--- config.mk ---
export PLATFORM = sky130hd
export DESIGN_NAME = adc_spike_reject_average_filter_top_flat
export DESIGN_NICKNAME = d
export VERILOG_FILES = /design/src/rtl/asraf_pkg.sv /design/src/rtl/asraf_sample_if.sv /design/src/rtl/asraf_result_if.sv /design/src/rtl/asraf_ctrl.sv /design/src/rtl/asraf_dp.sv /design/src/rtl/adc_spike_reject_average_filter_top.sv /design/src/flat_wrapper.sv
export SDC_FILE = /design/constraint.sdc
export NUM_CORES = 1
export LEC_CHECK = 0
export BUFFER_PORTS_ARGS = -buffer_cell sky130_fd_sc_hd__buf_2
export CAP_MARGIN = 20
export CORE_ASPECT_RATIO = 1.4
export CORE_MARGIN = 2
export CORE_UTILIZATION = 40
export DETAILED_ROUTE_END_ITERATION = 16
export PLACE_DENSITY_LB_ADDON = 0.2
export REMOVE_ABC_BUFFERS = 1
export SYNTH_ARGS = -nofsm -noshare
export SYNTH_HDL_FRONTEND = slang
export SYNTH_SLANG_ARGS = --single-unit
--- constraint.sdc ---
create_clock -name clk_i -period 6.8 [get_ports clk_i]
set_input_delay 1.36 -clock clk_i [delete_from_list [all_inputs] [get_ports clk_i]]
set_output_delay 1.36 -clock clk_i [all_outputs]
set_load 0.005 [all_outputs]
--- src/rtl/asraf_pkg.sv ---
// Package: shared constants, register codes and control types for the spike-reject filter.
`default_nettype none
package asraf_pkg;

  localparam int unsigned WINDOW    = 4;
  localparam int unsigned SAMPLE_W  = 12;
  localparam int unsigned SLOT_W    = (WINDOW > 1) ? $clog2(WINDOW) : 1;
  localparam int unsigned CNT_W     = $clog2(WINDOW + 1);
  localparam int unsigned SUM_W     = SAMPLE_W + $clog2(WINDOW);
  localparam int unsigned RECIP_K   = SUM_W + CNT_W;
  localparam int unsigned RECIP_W   = RECIP_K + 1;
  localparam int unsigned PROD_W    = SUM_W + RECIP_W;
  localparam int unsigned CFG_IDX_W = 2;

  localparam logic [CFG_IDX_W-1:0] CFG_SPIKE_THRESHOLD = 2'd0;
  localparam logic [CFG_IDX_W-1:0] CFG_STARTUP_LOW     = 2'd1;
  localparam logic [CFG_IDX_W-1:0] CFG_STARTUP_HIGH    = 2'd2;

  localparam logic [SAMPLE_W-1:0] MID_SCALE    = 12'd2048;
  localparam logic [SAMPLE_W-1:0] THRESH_RESET = 12'd500;
  localparam logic [SAMPLE_W-1:0] LOW_RESET    = 12'd100;
  localparam logic [SAMPLE_W-1:0] HIGH_RESET   = 12'd3995;

  typedef struct packed {
    logic accept;
    logic load_out;
  } cmd_t;

endpackage
`default_nettype wire

--- src/rtl/asraf_sample_if.sv ---
// Interface: input sample channel with valid/ready handshake.
`default_nettype none
interface asraf_sample_if;
  logic                          valid;
  logic                          ready;
  logic [asraf_pkg::SAMPLE_W-1:0] sample_in;

  modport source (output valid, output sample_in, input ready);
  modport sink   (input valid, input sample_in, output ready);
endinterface
`default_nettype wire

--- src/rtl/asraf_result_if.sv ---
// Interface: filtered result channel with valid/ready handshake.
`default_nettype none
interface asraf_result_if;
  logic                          valid;
  logic                          ready;
  logic [asraf_pkg::SAMPLE_W-1:0] sample_out;
  logic                          was_replaced;

  modport source (output valid, output sample_out, output was_replaced, input ready);
  modport sink   (input valid, input sample_out, input was_replaced, output ready);
endinterface
`default_nettype wire

--- src/rtl/asraf_ctrl.sv ---
// Controller: two-state sequencer for accept and result load, plus output valid.
`default_nettype none
module asraf_ctrl (
  input  wire logic           clk_i,
  input  wire logic           rst_ni,
  input  wire logic           in_valid_i,
  output logic                in_ready_o,
  output logic                out_valid_o,
  input  wire logic           out_ready_i,
  output asraf_pkg::cmd_t     cmd_o
);

  localparam logic ST_IDLE = 1'b0;
  localparam logic ST_DIV  = 1'b1;

  logic state_q, state_d;
  logic out_valid_q, out_valid_d;
  logic accept, load_out;

  assign in_ready_o = (state_q == ST_IDLE);
  assign accept     = in_valid_i && in_ready_o;
  assign load_out   = (state_q == ST_DIV) && (!out_valid_q || out_ready_i);

  always_comb begin
    state_d = state_q;
    case (state_q)
      ST_IDLE: begin
        if (accept) begin
          state_d = ST_DIV;
        end
      end
      ST_DIV: begin
        if (load_out) begin
          state_d = ST_IDLE;
        end
      end
      default: state_d = ST_IDLE;
    endcase
  end

  always_comb begin
    out_valid_d = out_valid_q;
    if (load_out) begin
      out_valid_d = 1'b1;
    end else if (out_ready_i) begin
      out_valid_d = 1'b0;
    end
  end

  always_ff @(posedge clk_i or negedge rst_ni) begin
    if (!rst_ni) begin
      state_q     <= ST_IDLE;
      out_valid_q <= 1'b0;
    end else begin
      state_q     <= state_d;
      out_valid_q <= out_valid_d;
    end
  end

  assign out_valid_o    = out_valid_q;
  assign cmd_o.accept   = accept;
  assign cmd_o.load_out = load_out;

endmodule
`default_nettype wire

--- src/rtl/asraf_dp.sv ---
// Datapath: spike rejection, window store, running sum and reciprocal divide.
`default_nettype none
module asraf_dp (
  input  wire logic                                clk_i,
  input  wire logic                                rst_ni,
  input  wire asraf_pkg::cmd_t                     cmd_i,
  input  wire logic [asraf_pkg::SAMPLE_W-1:0]      sample_in_i,
  input  wire logic                                cfg_we_i,
  input  wire logic [asraf_pkg::CFG_IDX_W-1:0]     cfg_idx_i,
  input  wire logic [asraf_pkg::SAMPLE_W-1:0]      cfg_data_i,
  output logic      [asraf_pkg::SAMPLE_W-1:0]      sample_out_o,
  output logic                                     was_replaced_o
);

  logic [asraf_pkg::SAMPLE_W-1:0] thresh_q, low_q, high_q;
  logic                           locked_q, locked_d;
  logic [asraf_pkg::SAMPLE_W-1:0] last_good_q, last_good_d;
  logic [asraf_pkg::SAMPLE_W-1:0] store_q [asraf_pkg::WINDOW];
  logic [asraf_pkg::SUM_W-1:0]    sum_q, sum_d;
  logic [asraf_pkg::SLOT_W-1:0]   slot_q, slot_d;
  logic [asraf_pkg::CNT_W-1:0]    fill_q, fill_d;
  logic                           repl_q, repl_d;
  logic [asraf_pkg::SAMPLE_W-1:0] clean;
  logic [asraf_pkg::SAMPLE_W-1:0] diff;
  logic [asraf_pkg::SAMPLE_W-1:0] quot_q;
  logic                           flag_q;
  logic [asraf_pkg::RECIP_W-1:0]  recip_tab [asraf_pkg::WINDOW + 1];
  logic [asraf_pkg::PROD_W-1:0]   prod;

  assign recip_tab[0] = '0;
  for (genvar g = 1; g <= asraf_pkg::WINDOW; g++) begin : g_recip
    localparam longint unsigned M = ((64'd1 << asraf_pkg::RECIP_K) + g - 1) / g;
    assign recip_tab[g] = asraf_pkg::RECIP_W'(M);
  end

  always_ff @(posedge clk_i or negedge rst_ni) begin
    if (!rst_ni) begin
      thresh_q <= asraf_pkg::THRESH_RESET;
      low_q    <= asraf_pkg::LOW_RESET;
      high_q   <= asraf_pkg::HIGH_RESET;
    end else if (cfg_we_i) begin
      case (cfg_idx_i)
        asraf_pkg::CFG_SPIKE_THRESHOLD: thresh_q <= cfg_data_i;
        asraf_pkg::CFG_STARTUP_LOW:     low_q    <= cfg_data_i;
        asraf_pkg::CFG_STARTUP_HIGH:    high_q   <= cfg_data_i;
        default: ;
      endcase
    end
  end

  assign diff = (sample_in_i > last_good_q) ? (sample_in_i - last_good_q)
                                            : (last_good_q - sample_in_i);

  always_comb begin
    locked_d    = locked_q;
    last_good_d = last_good_q;
    clean       = sample_in_i;
    repl_d      = 1'b0;
    if (!locked_q) begin
      if ((sample_in_i > low_q) && (sample_in_i < high_q)) begin
        locked_d    = 1'b1;
        last_good_d = sample_in_i;
      end else begin
        clean  = last_good_q;
        repl_d = 1'b1;
      end
    end else if (diff > thresh_q) begin
      clean  = last_good_q;
      repl_d = 1'b1;
    end else begin
      last_good_d = sample_in_i;
    end
    sum_d  = sum_q - asraf_pkg::SUM_W'(store_q[slot_q]) + asraf_pkg::SUM_W'(clean);
    slot_d = (slot_q == asraf_pkg::SLOT_W'(asraf_pkg::WINDOW - 1)) ? '0 : slot_q + 1'b1;
    fill_d = (fill_q < asraf_pkg::CNT_W'(asraf_pkg::WINDOW)) ? fill_q + 1'b1 : fill_q;
  end

  always_ff @(posedge clk_i or negedge rst_ni) begin
    if (!rst_ni) begin
      locked_q    <= 1'b0;
      last_good_q <= asraf_pkg::MID_SCALE;
      sum_q       <= '0;
      slot_q      <= '0;
      fill_q      <= '0;
      repl_q      <= 1'b0;
      for (int i = 0; i < asraf_pkg::WINDOW; i++) begin
        store_q[i] <= '0;
      end
    end else if (cmd_i.accept) begin
      locked_q        <= locked_d;
      last_good_q     <= last_good_d;
      sum_q           <= sum_d;
      slot_q          <= slot_d;
      fill_q          <= fill_d;
      repl_q          <= repl_d;
      store_q[slot_q] <= clean;
    end
  end

  assign prod = asraf_pkg::PROD_W'(sum_q) * asraf_pkg::PROD_W'(recip_tab[fill_q]);

  always_ff @(posedge clk_i) begin
    if (cmd_i.load_out) begin
      quot_q <= prod[asraf_pkg::RECIP_K +: asraf_pkg::SAMPLE_W];
      flag_q <= repl_q;
    end
  end

  assign sample_out_o   = quot_q;
  assign was_replaced_o = flag_q;

endmodule
`default_nettype wire

--- src/rtl/adc_spike_reject_average_filter_top.sv ---
// Top level: spike-rejecting moving-average filter for 12-bit ADC samples.
//
//   channel   direction  payload                     handshake
//   in_if     sink       sample_in[11:0]             valid/ready
//   out_if    source     sample_out[11:0], was_repl  valid/ready
//   cfg       write      cfg_we_i, cfg_idx_i[1:0],   none, one write per cycle
//                        cfg_data_i[11:0]
//
// For each sample, the accept cycle updates lock state, window and running
// sum; the divide state then divides by the fill count via a reciprocal
// multiply and loads the output register. A pending result holds while the
// sink stalls; one more sample is accepted meanwhile, then its divide state
// holds the input off until the sink takes the pending result. Reset clears
// the filter state and config registers at once; no clearing pass.
`default_nettype none
module adc_spike_reject_average_filter_top (
  input  wire logic                            clk_i,
  input  wire logic                            rst_ni,
  asraf_sample_if.sink                         in_if,
  asraf_result_if.source                       out_if,
  input  wire logic                            cfg_we_i,
  input  wire logic [asraf_pkg::CFG_IDX_W-1:0] cfg_idx_i,
  input  wire logic [asraf_pkg::SAMPLE_W-1:0]  cfg_data_i
);

  asraf_pkg::cmd_t cmd;

  asraf_ctrl u_ctrl (
    .clk_i       (clk_i),
    .rst_ni      (rst_ni),
    .in_valid_i  (in_if.valid),
    .in_ready_o  (in_if.ready),
    .out_valid_o (out_if.valid),
    .out_ready_i (out_if.ready),
    .cmd_o       (cmd)
  );

  asraf_dp u_dp (
    .clk_i          (clk_i),
    .rst_ni         (rst_ni),
    .cmd_i          (cmd),
    .sample_in_i    (in_if.sample_in),
    .cfg_we_i       (cfg_we_i),
    .cfg_idx_i      (cfg_idx_i),
    .cfg_data_i     (cfg_data_i),
    .sample_out_o   (out_if.sample_out),
    .was_replaced_o (out_if.was_replaced)
  );

endmodule
`default_nettype wire

--- src/flat_wrapper.sv ---
// flat-port wrapper written by rule: the top's interface ports become plain ports
module adc_spike_reject_average_filter_top_flat 
  (clk_i, rst_ni, cfg_we_i, cfg_idx_i, cfg_data_i, in_if_valid, in_if_sample_in, in_if_ready, out_if_valid, out_if_sample_out, out_if_was_replaced, out_if_ready);
  asraf_sample_if in_if_i ();
  asraf_result_if out_if_i ();
  input  wire logic clk_i;
  input  wire logic rst_ni;
  input  wire logic cfg_we_i;
  input  wire logic [asraf_pkg::CFG_IDX_W-1:0] cfg_idx_i;
  input  wire logic [asraf_pkg::SAMPLE_W-1:0] cfg_data_i;
  input wire logic [$bits(in_if_i.valid)-1:0] in_if_valid;
  input wire logic [$bits(in_if_i.sample_in)-1:0] in_if_sample_in;
  output wire logic [$bits(in_if_i.ready)-1:0] in_if_ready;
  output wire logic [$bits(out_if_i.valid)-1:0] out_if_valid;
  output wire logic [$bits(out_if_i.sample_out)-1:0] out_if_sample_out;
  output wire logic [$bits(out_if_i.was_replaced)-1:0] out_if_was_replaced;
  input wire logic [$bits(out_if_i.ready)-1:0] out_if_ready;
  assign in_if_i.valid = in_if_valid;
  assign in_if_i.sample_in = in_if_sample_in;
  assign in_if_ready = in_if_i.ready;
  assign out_if_valid = out_if_i.valid;
  assign out_if_sample_out = out_if_i.sample_out;
  assign out_if_was_replaced = out_if_i.was_replaced;
  assign out_if_i.ready = out_if_ready;
  adc_spike_reject_average_filter_top u_core (.clk_i(clk_i), .rst_ni(rst_ni), .in_if(in_if_i), .out_if(out_if_i), .cfg_we_i(cfg_we_i), .cfg_idx_i(cfg_idx_i), .cfg_data_i(cfg_data_i));
endmodule
; Word level (Yosys, flattened, before mapping)
; Memory sizes are Yosys's and may differ from the RTL's.
; Index checks and enable logic that the tools add are counted.
[totals]
elab_cells = 74
mem_bits_ro = 144
n_memories = 1
out_inout_bits = 15
regBits = 132
[op_classes]
n_eq_ne = 3
add_sub_neg = 6
n_mul = 1
reduce_logical = 12
magnitude_cmp = 8
n_mux = 23
n_bitwise = 3
[mem_list]
columns = name, depth, word_bits, read_ports, rd_ports_with_merged_regs, wr, line
row1 = (no name shown), 8, 18, 1, 0, 0, asraf_dp.sv:100  ; assign prod = asraf_pkg::PROD_W'(sum_q) * asraf_pkg::PROD_W'(recip_tab[fill_q]);
[ops]
columns = cell, n
row1 = $mux 12, 7
row2 = $bwmux 48, 1
row3 = $gt 12x12->1, 3
row4 = $mux 18, 2
row5 = $mul 14x18->29, 1
row6 = $bmux 12 s2, 1
row7 = $demux 12 s2, 1
row8 = $sub 12x12->12, 2
row9 = $add 14x12->14, 1
row10 = $sub 14x12->14, 1
row11 = $lt 12x12->1, 1
row12 = $mux 1, 9
row13 = $reduce_and 2->1, 4
row14 = $eq 2x2->1 const B, 2
row15 = $ge 4x4->1 const B, 1
row16 = $logic_and 1x1->1, 4
row17 = $not 3->4, 1
row18 = $add 3x1->3 const B, 1
row19 = $ge 3x3->1 const B, 1
row20 = $lt 3x1->1 const B, 1
row21 = $lt 3x3->1 const B, 1
row22 = $not 2->3, 1
row23 = $add 2x1->2 const B, 1
row24 = $eq 2x1->1 const B, 1
row25 = other kinds (7), 7

; Logic depth before layout (Yosys ltp)
; Gate-level depths: netlist (run 1).
[logic_depth]
depth_word = 6
mapped_depth = 31

; By module
; A second synthesis (run 1) with hierarchy kept.
[unflattened]
hier_cells = 1270
area_unflattened_um2 = 12558.3
[modules_own_cells]
columns = module, seq_area_each_um2, area_per_inst_um2, n_inst, cells_per_inst
row1 = asraf_dp, 3342.0, 12449.4, 1, 1260
row2 = asraf_ctrl, 50.0, 108.9, 1, 10

; Worst setup path before layout (run 1)
; OpenSTA, ideal clock, no wires.
[synth_path]
path_kind = in2reg
from = input in_if_sample_in[8]
to = register u_core.u_dp.sum_q[13] in the netlist's numbering
arrival_time_ns = 7.250
cell_stages = 26
n_path_buf = 2
slack_ns = -0.571
cell_sequence = inv_1 ha_1 buf_4 nand4_1 or4b_1 and2_4 or3_1 o21a_2 a221oi_2 xnor2_1 ha_1 nand4_1 or4_1 o311ai_4 buf_4 mux2i_1 fa_1 inv_1 ha_1 or3_1 nand4_1 o21ai_0 o31ai_1 o21ai_0 xnor2_1 a22o_1
[synth_between]
elab_chain_len = 6
word_cells_on_any_way = 12
classes_between = add/sub: 3 / order compare: 4 / mux: 4 / reduce/logical: 1
[synth_rtl]
columns = item, line
row1 = start: declaration, flat_wrapper.sv:12  ; input wire logic [$bits(in_if_i.sample_in)-1:0] in_if_sample_in;
row2 = "$sub 12x12->12, or another cell as far along", asraf_dp.sv:52  ; : (last_good_q - sample_in_i);
row3 = $mux 12, asraf_dp.sv:51  ; assign diff = (sample_in_i > last_good_q) ? (sample_in_i - last_good_q)
row4 = $gt 12x12->1, asraf_dp.sv:67  ; end else if (diff > thresh_q) begin
row5 = $mux 12, --
row6 = $mux 12 (*), --
row7 = $add 14x12->14 (*), asraf_dp.sv:73  ; sum_d = sum_q - asraf_pkg::SUM_W'(store_q[slot_q]) + asraf_pkg::SUM_W'(clean);
row8 = end signal: assignment, asraf_dp.sv:92  ; sum_q <= sum_d;
row9 = end: declaration, asraf_dp.sv:19  ; logic [asraf_pkg::SUM_W-1:0] sum_q, sum_d;
; Mark *: on every way between the ends. The rest lies on a longest branch, timed or not.
; A chain may end at the register's enable or synchronous reset.

; Worst setup path after layout (run 1)
[layout_path]
from = input in_if_sample_in[11]
to = register u_core.u_dp.sum_q[13] in the netlist's numbering
; Same word-level chain as after synthesis.

==> results of run 1 <==
==> kinds of logic (layout without fill, tap and decap cells) <==
family	Yosys count	count (layout)	share of synthesized area (%)
xor+xnor	35	35	2.48
buf+inv	254	424	7.84
fa+ha+maj	279	279	34.0
flops	132	132	27.4
compound gates	224	224	11.2
simple gates	253	253	9.91
mux	70	70	7.17
==> per-stage QoR <==
| step | setup WS (ns) | area (um2) |
|---|---|---|
| global route | -0.323 | 15100 |
| finish | -0.00793 | 15100 |
| floorplan | -0.839 | 12200 |
| global placement | -0.888 | 13800 |
| detailed placement | -1.02 | 13800 |
| CTS | -0.0589 | 14700 |
==> worst max-delay path: stages <==
cell	delay [ns]
buf_8	0.10
ha_4	0.25
nand4_1	0.19
or4b_1	0.55
and2_4	0.17
or3_4	0.37
o21a_4	0.15
a221oi_2	0.26
xnor2_1	0.11
ha_1	0.29
nand4_1	0.17
buf_4	0.20
o2111ai_4	0.21
o311ai_4	0.22
buf_12	0.21
mux2i_4	0.18
fa_1	0.50
inv_2	0.05
ha_4	0.16
or3_1	0.36
nand4_1	0.16
nor2_1	0.07
a21oi_2	0.15
a21oi_2	0.08
or4_1	0.40
a22o_1	0.21
==> area by class of cell <==
| type | instances | area (um2) |
|---|---|---|
| fill | 2878 | 15500 |
| multi-input combinational | 861 | 8470 |
| sequential | 132 | 3390 |
| timing repair buffer | 172 | 1280 |
| inverter | 220 | 833 |
| clock buffer | 20 | 489 |
| tap | 390 | 488 |
| clock inverter | 12 | 171 |
==> per-layer routing <==
| layer | up-vias | track usage (%) |
|---|---|---|
| met3 | 67 | 2.85 |
| met5 | - | 0 |
| li1 | 4486 | - |
| met1 | 4365 | 19.2 |
| met2 | 129 | 37.3 |
| met4 | 0 | 10.1 |
==> cells in the mapped netlist (5+ instances only) <==
cell type and count:
dfstp_2 19, nand2b_1 12, clkbuf_1 24, mux4_2 12, nand2_1 111, o21ai_1 50, o211ai_1 6, nor3_1 9
o21a_1 9, nand3_1 8, mux2i_1 30, xor2_1 9, mux2_2 26, ha_1 184, a21o_1 16, and3_1 8
and2_1 29, nand4_1 8, nor2b_1 13, fa_1 95, nor3b_1 5, xnor2_1 26, nor2_1 35, o21ai_0 53
a21oi_1 42, a211oi_1 7, inv_1 220, dfrtp_1 100, edfxtp_1 13
==> how the worst min path moves through the flow <==
stage	depth (start not counted)	slack, ns	from	endpoint
2_1_floorplan	0	0.42	u_core.u_dp.repl_q	u_core.u_dp.was_replaced_o
3_3_place_gp	2	0.46	u_core.u_dp.store_q[41]	u_core.u_dp.store_q[41]
4_1_cts	2	0.49	u_core.u_dp.store_q[20]	u_core.u_dp.store_q[20]
3_5_place_dp	2	0.47	u_core.u_dp.store_q[20]	u_core.u_dp.store_q[20]
6_report	2	0.48	u_core.u_dp.store_q[2]	u_core.u_dp.store_q[2]
5_1_grt	2	0.51	u_core.u_dp.store_q[40]	u_core.u_dp.store_q[40]
==> what timing repair did <==
item                                    in CTS  in global routing
pin swaps                                   29                 25
gates resized for setup                     45                 75
endpoints found under the setup margin       9                 12
buffers inserted                             4                  8
==> flip-flops by register name (all words and copies together) (netlist names) <==
signal	flops
u_core.u_dp.slot_q	2
u_core.u_dp.repl_q	1
u_core.u_dp.last_good_q	12
u_core.u_dp.sample_out_o	12
u_core.u_dp.store_q	48
u_core.u_dp.thresh_q	12
u_core.u_dp.high_q	12
u_core.u_ctrl.state_q	1
u_core.u_dp.locked_q	1
u_core.u_dp.low_q	12
u_core.u_dp.was_replaced_o	1
u_core.u_dp.sum_q	14
u_core.u_ctrl.out_valid_o	1
u_core.u_dp.fill_q	3
==> impl_metrics.tcl, run 1 <==
set metrics [dict create \
    r2r_setup_slack_ns 0.38 \
    ys_types 65 \
    fmax_mhz 147 \
    finalHoldViolations 0 \
    first_iter_violations 309 \
    r2r_end "u_core.u_dp.sample_out_o[11]" \
    die_x_um 153 \
    synth_edf_count 13 \
    violations "setup timing" \
    slew-limit-headroom_pct 37.5 \
    vias_per_cell 5.01 \
    diodes 0 \
    cts_hold_buf 0 \
    gr-usage-all-layers_pct 19.0 \
    antenna_found_initial 0 \
    dr.max_layer_used "met4" \
    grt_pass1_vias 9690 \
    syn_area_um2 12400 \
    die_h_um 212 \
    ys_ff_latch 132 \
    worstSetupStartpoint "in_if_sample_in[11]" \
    rows 76 \
    crit_type "in -> reg" \
    ant_nets 0 \
    start_util_pct 40.4 \
    min_path_type "reg -> reg" \
    post-route-period-util_pct 100 \
    synth_seq_area_share_pct 27.4 \
    drive_gt1_share_pct 24.1 \
    grt_max_degree 62 \
    gr-total-overflow 0 \
    wl_um 29300 \
    io_pins 46 \
    rsz0062_at_grt "true" \
    place_hpwl_um 23900 \
    fin_worst_skew_ns 0.0105 \
    routedWlPerCell_um 16.2 \
    clk_pin_slew_worst_paths_ns 0.06 \
    synth_flop_cell "dfrtp_1" \
    drc_errors 0 \
    min_period_ns 6.81 \
    fin_util_pct 49.4 \
    drt-met1-wl_um 11100 \
    coreArea_um2 30600 \
    layout_common_cells "inv_1 (206), ha_1 (165), buf_4 (120), nand2_1 (111), dfrtp_1 (100)" \
    drt_pass1_iterations 4 \
    arrival_ns 7.14 \
    dr_wl_met3_um 608 \
    crit_fanout 6 \
    synthArstFlopShare_pct 90.2 \
    cts_tree "built" \
    final_cells 1807 \
    worstSetupStartpointType "input port" \
    syn2layout_area_growth_pct 22.4 \
    synth_top_cell_area_share_pct 20.2 \
    netlist_top_cells_area "dfrtp_1 (20%), ha_1 (19%), fa_1 (15%)" \
    cts_buffers 17 \
    via_count 9047 \
    worst_setup_path_end_kind "flip-flop" \
    required_ns 7.13 \
    place_inst 1764 \
    synth_largest_area_cell "dfrtp_1" \
    maxSlewViolCount 0 \
    clock_path_buffers 2 \
    htree_levels 4 \
    crit-reg2reg-launch "u_core.u_dp.fill_q[0]" \
    worst_pin_slew_ns 0.938 \
    endpoint "u_core.u_dp.sum_q[13]" \
    final.setup.worst_slack_ns -0.00793 \
    rr_worst_depth 19 \
    clockRootBuffer "clkbuf_16" \
    status "finished, violations left" \
    gp_congestion 0.862 \
    drv_cap 0 \
    layout_commonest_cell "inv_1" \
    wl_met2_um 16200 \
    clock-sinks 132 \
    fin_tns_setup_ns -0.00793 \
    synth.avg_cell_area_um2 9.91 \
    synth_warnings 0 \
    clock_latency_ns 0.45 \
    grt_first_pass_wirelength_um 48200 \
    holdWs_ns 0.480 \
    io_buffer_count 45 \
    syn_inst 1247 \
    fin_nets 1714 \
    die_area_um2 32300 \
    setup_viol 1 \
]
Power of run 1 is left out: the tool's default activity adds up to more than one toggle a clock period on the data nets, which glitch-free logic cannot reach.
==> run 2, diff against run 1 <==
- SKIP_CTS_REPAIR_TIMING: not set -> 1
==> run 2 against run 1 <==
The run still ends with setup timing left. Sequential cell count did not move. Clock skew hardly changed. Register-to-register slack lost 0.15 ns. Worst setup slack worse by 0.18 ns. Wire length is 0.59% lower. Die area did not move. Utilization down 0.26 points. Critical path depth grew 4. Global-route usage shrank 0.14 points. Design area fell by 0.53%. Final cell count barely moved. Critical path type unchanged.
==> impl_metrics.tcl, run 2 (synthesis gave the netlist of run 1 again) <==
set metrics [dict create \
    layout_common_cells "inv_1 (209), ha_1 (167), buf_4 (125), nand2_1 (111), dfrtp_1 (100)" \
    grt_max_degree 62 \
    wl_um 29100 \
    place_inst 1764 \
    finalHoldViolations 0 \
    layout_commonest_cell "inv_1" \
    fin_util_pct 49.2 \
    worst_pin_slew_ns 0.949 \
    placed_area_um2 13800 \
    fin_worst_skew_ns 0.0105 \
    drt_pass1_iterations 4 \
    cts_tree "built" \
    clockRootBuffer "clkbuf_16" \
    setup_viol 1 \
    syn2layout_area_growth_pct 21.7 \
    die_x_um 153 \
    place_hpwl_um 23900 \
    maxSlewViolCount 0 \
    top_regs "u_core.u_dp.store_q (48), u_core.u_dp.sum_q (14)" \
    coreArea_um2 30600 \
    rows 76 \
    ant_nets 0 \
    violations "setup timing" \
    crit_fanout 6 \
    required_ns 7.13 \
    antenna_found_initial 0 \
    cts_buffers 17 \
    fillers 2891 \
    final_cells 1808 \
    crit_type "in -> reg" \
    first_iter_violations 321 \
    slew-limit-headroom_pct 36.8 \
    top_register "u_core.u_dp.store_q" \
    max_stage_delay_ns 0.54 \
    die_h_um 212 \
    vias_per_cell 5.00 \
    min_path_type "reg -> reg" \
    drv_cap 0 \
    gp_congestion 0.862 \
    diodes 0 \
    status "finished, violations left" \
    worst_setup_path_end_kind "flip-flop" \
    drc_errors 0 \
    slowest_stage "or4b_1" \
    worst-path-buf-inv 6 \
    arrival_ns 7.32 \
    clk_pin_slew_worst_paths_ns 0.06 \
    cp_top_family "simple AND/OR/NAND/NOR gates" \
    min_period_ns 6.98 \
    io_buffer_count 45 \
    final.setup.worst_slack_ns -0.184 \
    via_count 9039 \
    holdWs_ns 0.481 \
    worstSetupStartpointType "input port" \
    post-route-period-util_pct 103 \
    final_area_um2 15000 \
    rsz0062_at_grt "true" \
    drive_gt1_share_pct 23.3 \
    io_pins 46 \
    fmax_mhz 143 \
    gr-usage-all-layers_pct 18.9 \
    gr-total-overflow 0 \
    start_util_pct 40.4 \
    largest_reg_flops 48 \
    grt_pass1_vias 9616 \
    routedWlPerCell_um 16.1 \
    clock-sinks 132 \
    die_area_um2 32300 \
    fin_nets 1715 \
    htree_levels 4 \
    clock_path_buffers 2 \
    clock_latency_ns 0.45 \
    grt_first_pass_wirelength_um 47900 \
]
[run 2: final timing paths]
kind,from,to,slack [ns],depth (start not counted)
min,u_core.u_dp.store_q[2],u_core.u_dp.store_q[2],0.48,2
max,in_if_sample_in[8],u_core.u_dp.sum_q[13],-0.18,30
min in group asynchronous,rst_ni,u_core.u_dp.low_q[0],1.00,1
min reg2reg,u_core.u_dp.store_q[2],u_core.u_dp.store_q[2],0.48,2
max in group asynchronous,rst_ni,u_core.u_dp.store_q[46],4.51,2
max reg2reg,u_core.u_dp.last_good_q[11],u_core.u_dp.sum_q[13],0.23,29
[run 2: cell type report]
type	instances	area, um2	share of cell area (%)
multi-input combinational	861	8400	55.8
clock buffer	20	489	3.25
timing repair buffer	173	1280	8.50
inverter	220	833	5.54
clock inverter	12	171	1.14
tap	390	488	3.24
sequential	132	3390	22.5
[run 2: tightest hold or removal path, cell delays in order, from the launching register on]
cell and delay [ns]:
dfrtp_1 0.34, nand2_1 0.05, o21ai_1 0.06
[run 2: per-stage QoR]
stage / TNS (ns) / worst slack [ns]
finish: -0.184 / -0.184
global placement: -6.52 / -0.888
floorplan: -4.78 / -0.839
detailed placement: -7.86 / -1.02
global route: -1.28 / -0.466
CTS: -2.64 / -0.528
[run 2: routing by layer]
layer,GRT usage (%),up-vias,share of wire (%)
met5,0,-,0
met4,9.51,0,4.6
met3,2.85,61,1.9
met2,37.3,130,55
met1,19.1,4359,38
li1,-,4489,-
Power of run 2 is left out for the same reason.
==> run 3, diff against run 2 <==
- CORE_MARGIN: 2 -> 5
==> run 3 against run 2 <==
The flow still finishes with violations (setup timing). Worst setup slack lost 0.0043 ns. Utilization increased by 0.18 points. Non-clock buffer count decreased by 1.
==> impl_metrics.tcl, run 3 (synthesis gave the netlist of run 1 again) <==
set metrics [dict create \
    status "finished, violations left" \
    violations "setup timing" \
    via_count 9104 \
    crit_type "in -> reg" \
    fin_nets 1714 \
    clk_pin_slew_worst_paths_ns 0.06 \
    gr-total-overflow 0 \
    start_util_pct 40.4 \
    fillers 2858 \
    coreArea_um2 30600 \
    final_cells 1807 \
    io_pins 46 \
    rsz0062_at_grt "true" \
    min_period_ns 6.99 \
    met3_usage_pct 2.92 \
    place_hpwl_um 24200 \
    syn2layout_area_growth_pct 22.2 \
    clock_path_buffers 2 \
    cp_num_cells 26 \
    grt_first_pass_wirelength_um 48300 \
    setup_viol 2 \
    largest_reg_flops 48 \
    die_area_um2 34600 \
    maxSlewViolCount 0 \
    cts_buffers 17 \
    grt_max_degree 64 \
    rr_worst_depth 25 \
    place_inst 1768 \
    finalHoldViolations 0 \
    worst_pin_slew_ns 0.936 \
    post-route-period-util_pct 103 \
    worst_setup_path_end_kind "flip-flop" \
    drv_cap 0 \
    arrival_ns 7.32 \
    grt_pass1_vias 9946 \
    holdPathStages 0 \
    fin_util_pct 49.3 \
    min_path_type "reg -> reg" \
    slew-limit-headroom_pct 37.6 \
    layout_commonest_cell "inv_1" \
    max_stage_delay_ns 0.54 \
    multi_input_comb_area_um2 8460 \
    htree_levels 4 \
    grt_use_met1_pct 18.4 \
    io_buffer_count 45 \
    r2r_setup_slack_ns 0.24 \
    placed_area_um2 13800 \
    worst-path-buf-inv 4 \
    drc_errors 0 \
    rows 76 \
    fmax_mhz 143 \
    layout_common_cells "inv_1 (207), ha_1 (166), buf_4 (119), nand2_1 (111), dfrtp_1 (100)" \
    worstSetupStartpointType "input port" \
    final.setup.worst_slack_ns -0.188 \
    drive_gt1_share_pct 24.1 \
    diodes 0 \
    top_register "u_core.u_dp.store_q" \
    clockRootBuffer "clkbuf_16" \
    die_x_um 159 \
    antenna_found_initial 0 \
    clock-sinks 132 \
    cp_top_family "simple AND/OR/NAND/NOR gates" \
    fin_worst_skew_ns 0.0108 \
    gp_congestion 0.918 \
    vias_per_cell 5.04 \
    gr-usage-all-layers_pct 17.9 \
    first_iter_violations 350 \
    use_met2_pct 34.2 \
    die_h_um 218 \
    drt_pass1_iterations 4 \
    cts_tree "built" \
    wl_um 29400 \
    top_usage_layer "met2" \
    seq_area_um2 3390 \
    top_regs "u_core.u_dp.store_q (48), u_core.u_dp.sum_q (14)" \
    required_ns 7.13 \
    slowest_stage "or4_4" \
    ant_nets 0 \
    routedWlPerCell_um 16.3 \
    crit_fanout 5 \
    fin_tns_setup_ns -0.219 \
    final_area_um2 15100 \
    clock_latency_ns 0.44 \
]
==> run 3: cell types whose count changed in the layout (fill, tap and decap cells not counted), moves of 3 or more <==
cell,delta
buf_4,-6
a21oi_1,-4
o21ai_1,+3
a21oi_2,+4
o21ai_0,-6
o21ai_2,+3
buf_6,+5
==> run 3: stage by stage <==
stage	worst slack, ns	hold WS [ns]
4_1_cts	-0.552	0.441
2_1_floorplan	-0.839	0.425
3_3_place_gp	-0.862	0.437
3_5_place_dp	-1.00	0.432
5_1_grt	-0.358	0.443
6_report	-0.188	0.437
==> run 3: area by class of cell <==
cell class	count	area share, %
multi-input combinational	861	56.0
sequential	132	22.5
timing repair buffer	172	8.47
inverter	220	5.55
clock buffer	22	3.35
tap	390	3.23
clock inverter	10	0.936
==> run 3: worst register-to-register path: stages, from the launching register on <==
cell	delay, ns
dfstp_2	0.55
inv_1	0.07
ha_4	0.26
nand4_1	0.14
or4b_1	0.54
and2_4	0.18
or3_1	0.37
o21a_2	0.16
a221oi_2	0.29
xnor2_1	0.10
ha_1	0.31
nand4_1	0.20
or4_4	0.55
o311ai_4	0.13
buf_4	0.21
mux2i_4	0.25
fa_1	0.43
inv_1	0.06
ha_1	0.23
or3_1	0.34
nand4_1	0.16
nor2_1	0.07
a21oi_2	0.15
a21oi_2	0.07
or4_1	0.41
a22o_1	0.22
==> run 3: metal layers <==
| layer | part of all wire, % | vias to the layer above |
|---|---|---|
| met5 | 0 | - |
| met4 | 4.3 | 0 |
| met3 | 2.4 | 58 |
| met2 | 56 | 135 |
| met1 | 37 | 4420 |
| li1 | - | 4491 |
==> run 3: final timing paths <==
kind | start | end
setup / recovery | in_if_sample_in[3] | u_core.u_dp.sum_q[13]
hold / removal | u_core.u_dp.repl_q | u_core.u_dp.was_replaced_o
setup reg to reg | u_core.u_dp.last_good_q[11] | u_core.u_dp.sum_q[13]
hold reg to reg | u_core.u_dp.repl_q | u_core.u_dp.was_replaced_o
max in group asynchronous | rst_ni | u_core.u_dp.slot_q[1]
min in group asynchronous | rst_ni | u_core.u_dp.thresh_q[9]
Power of run 3 is left out for the same reason.
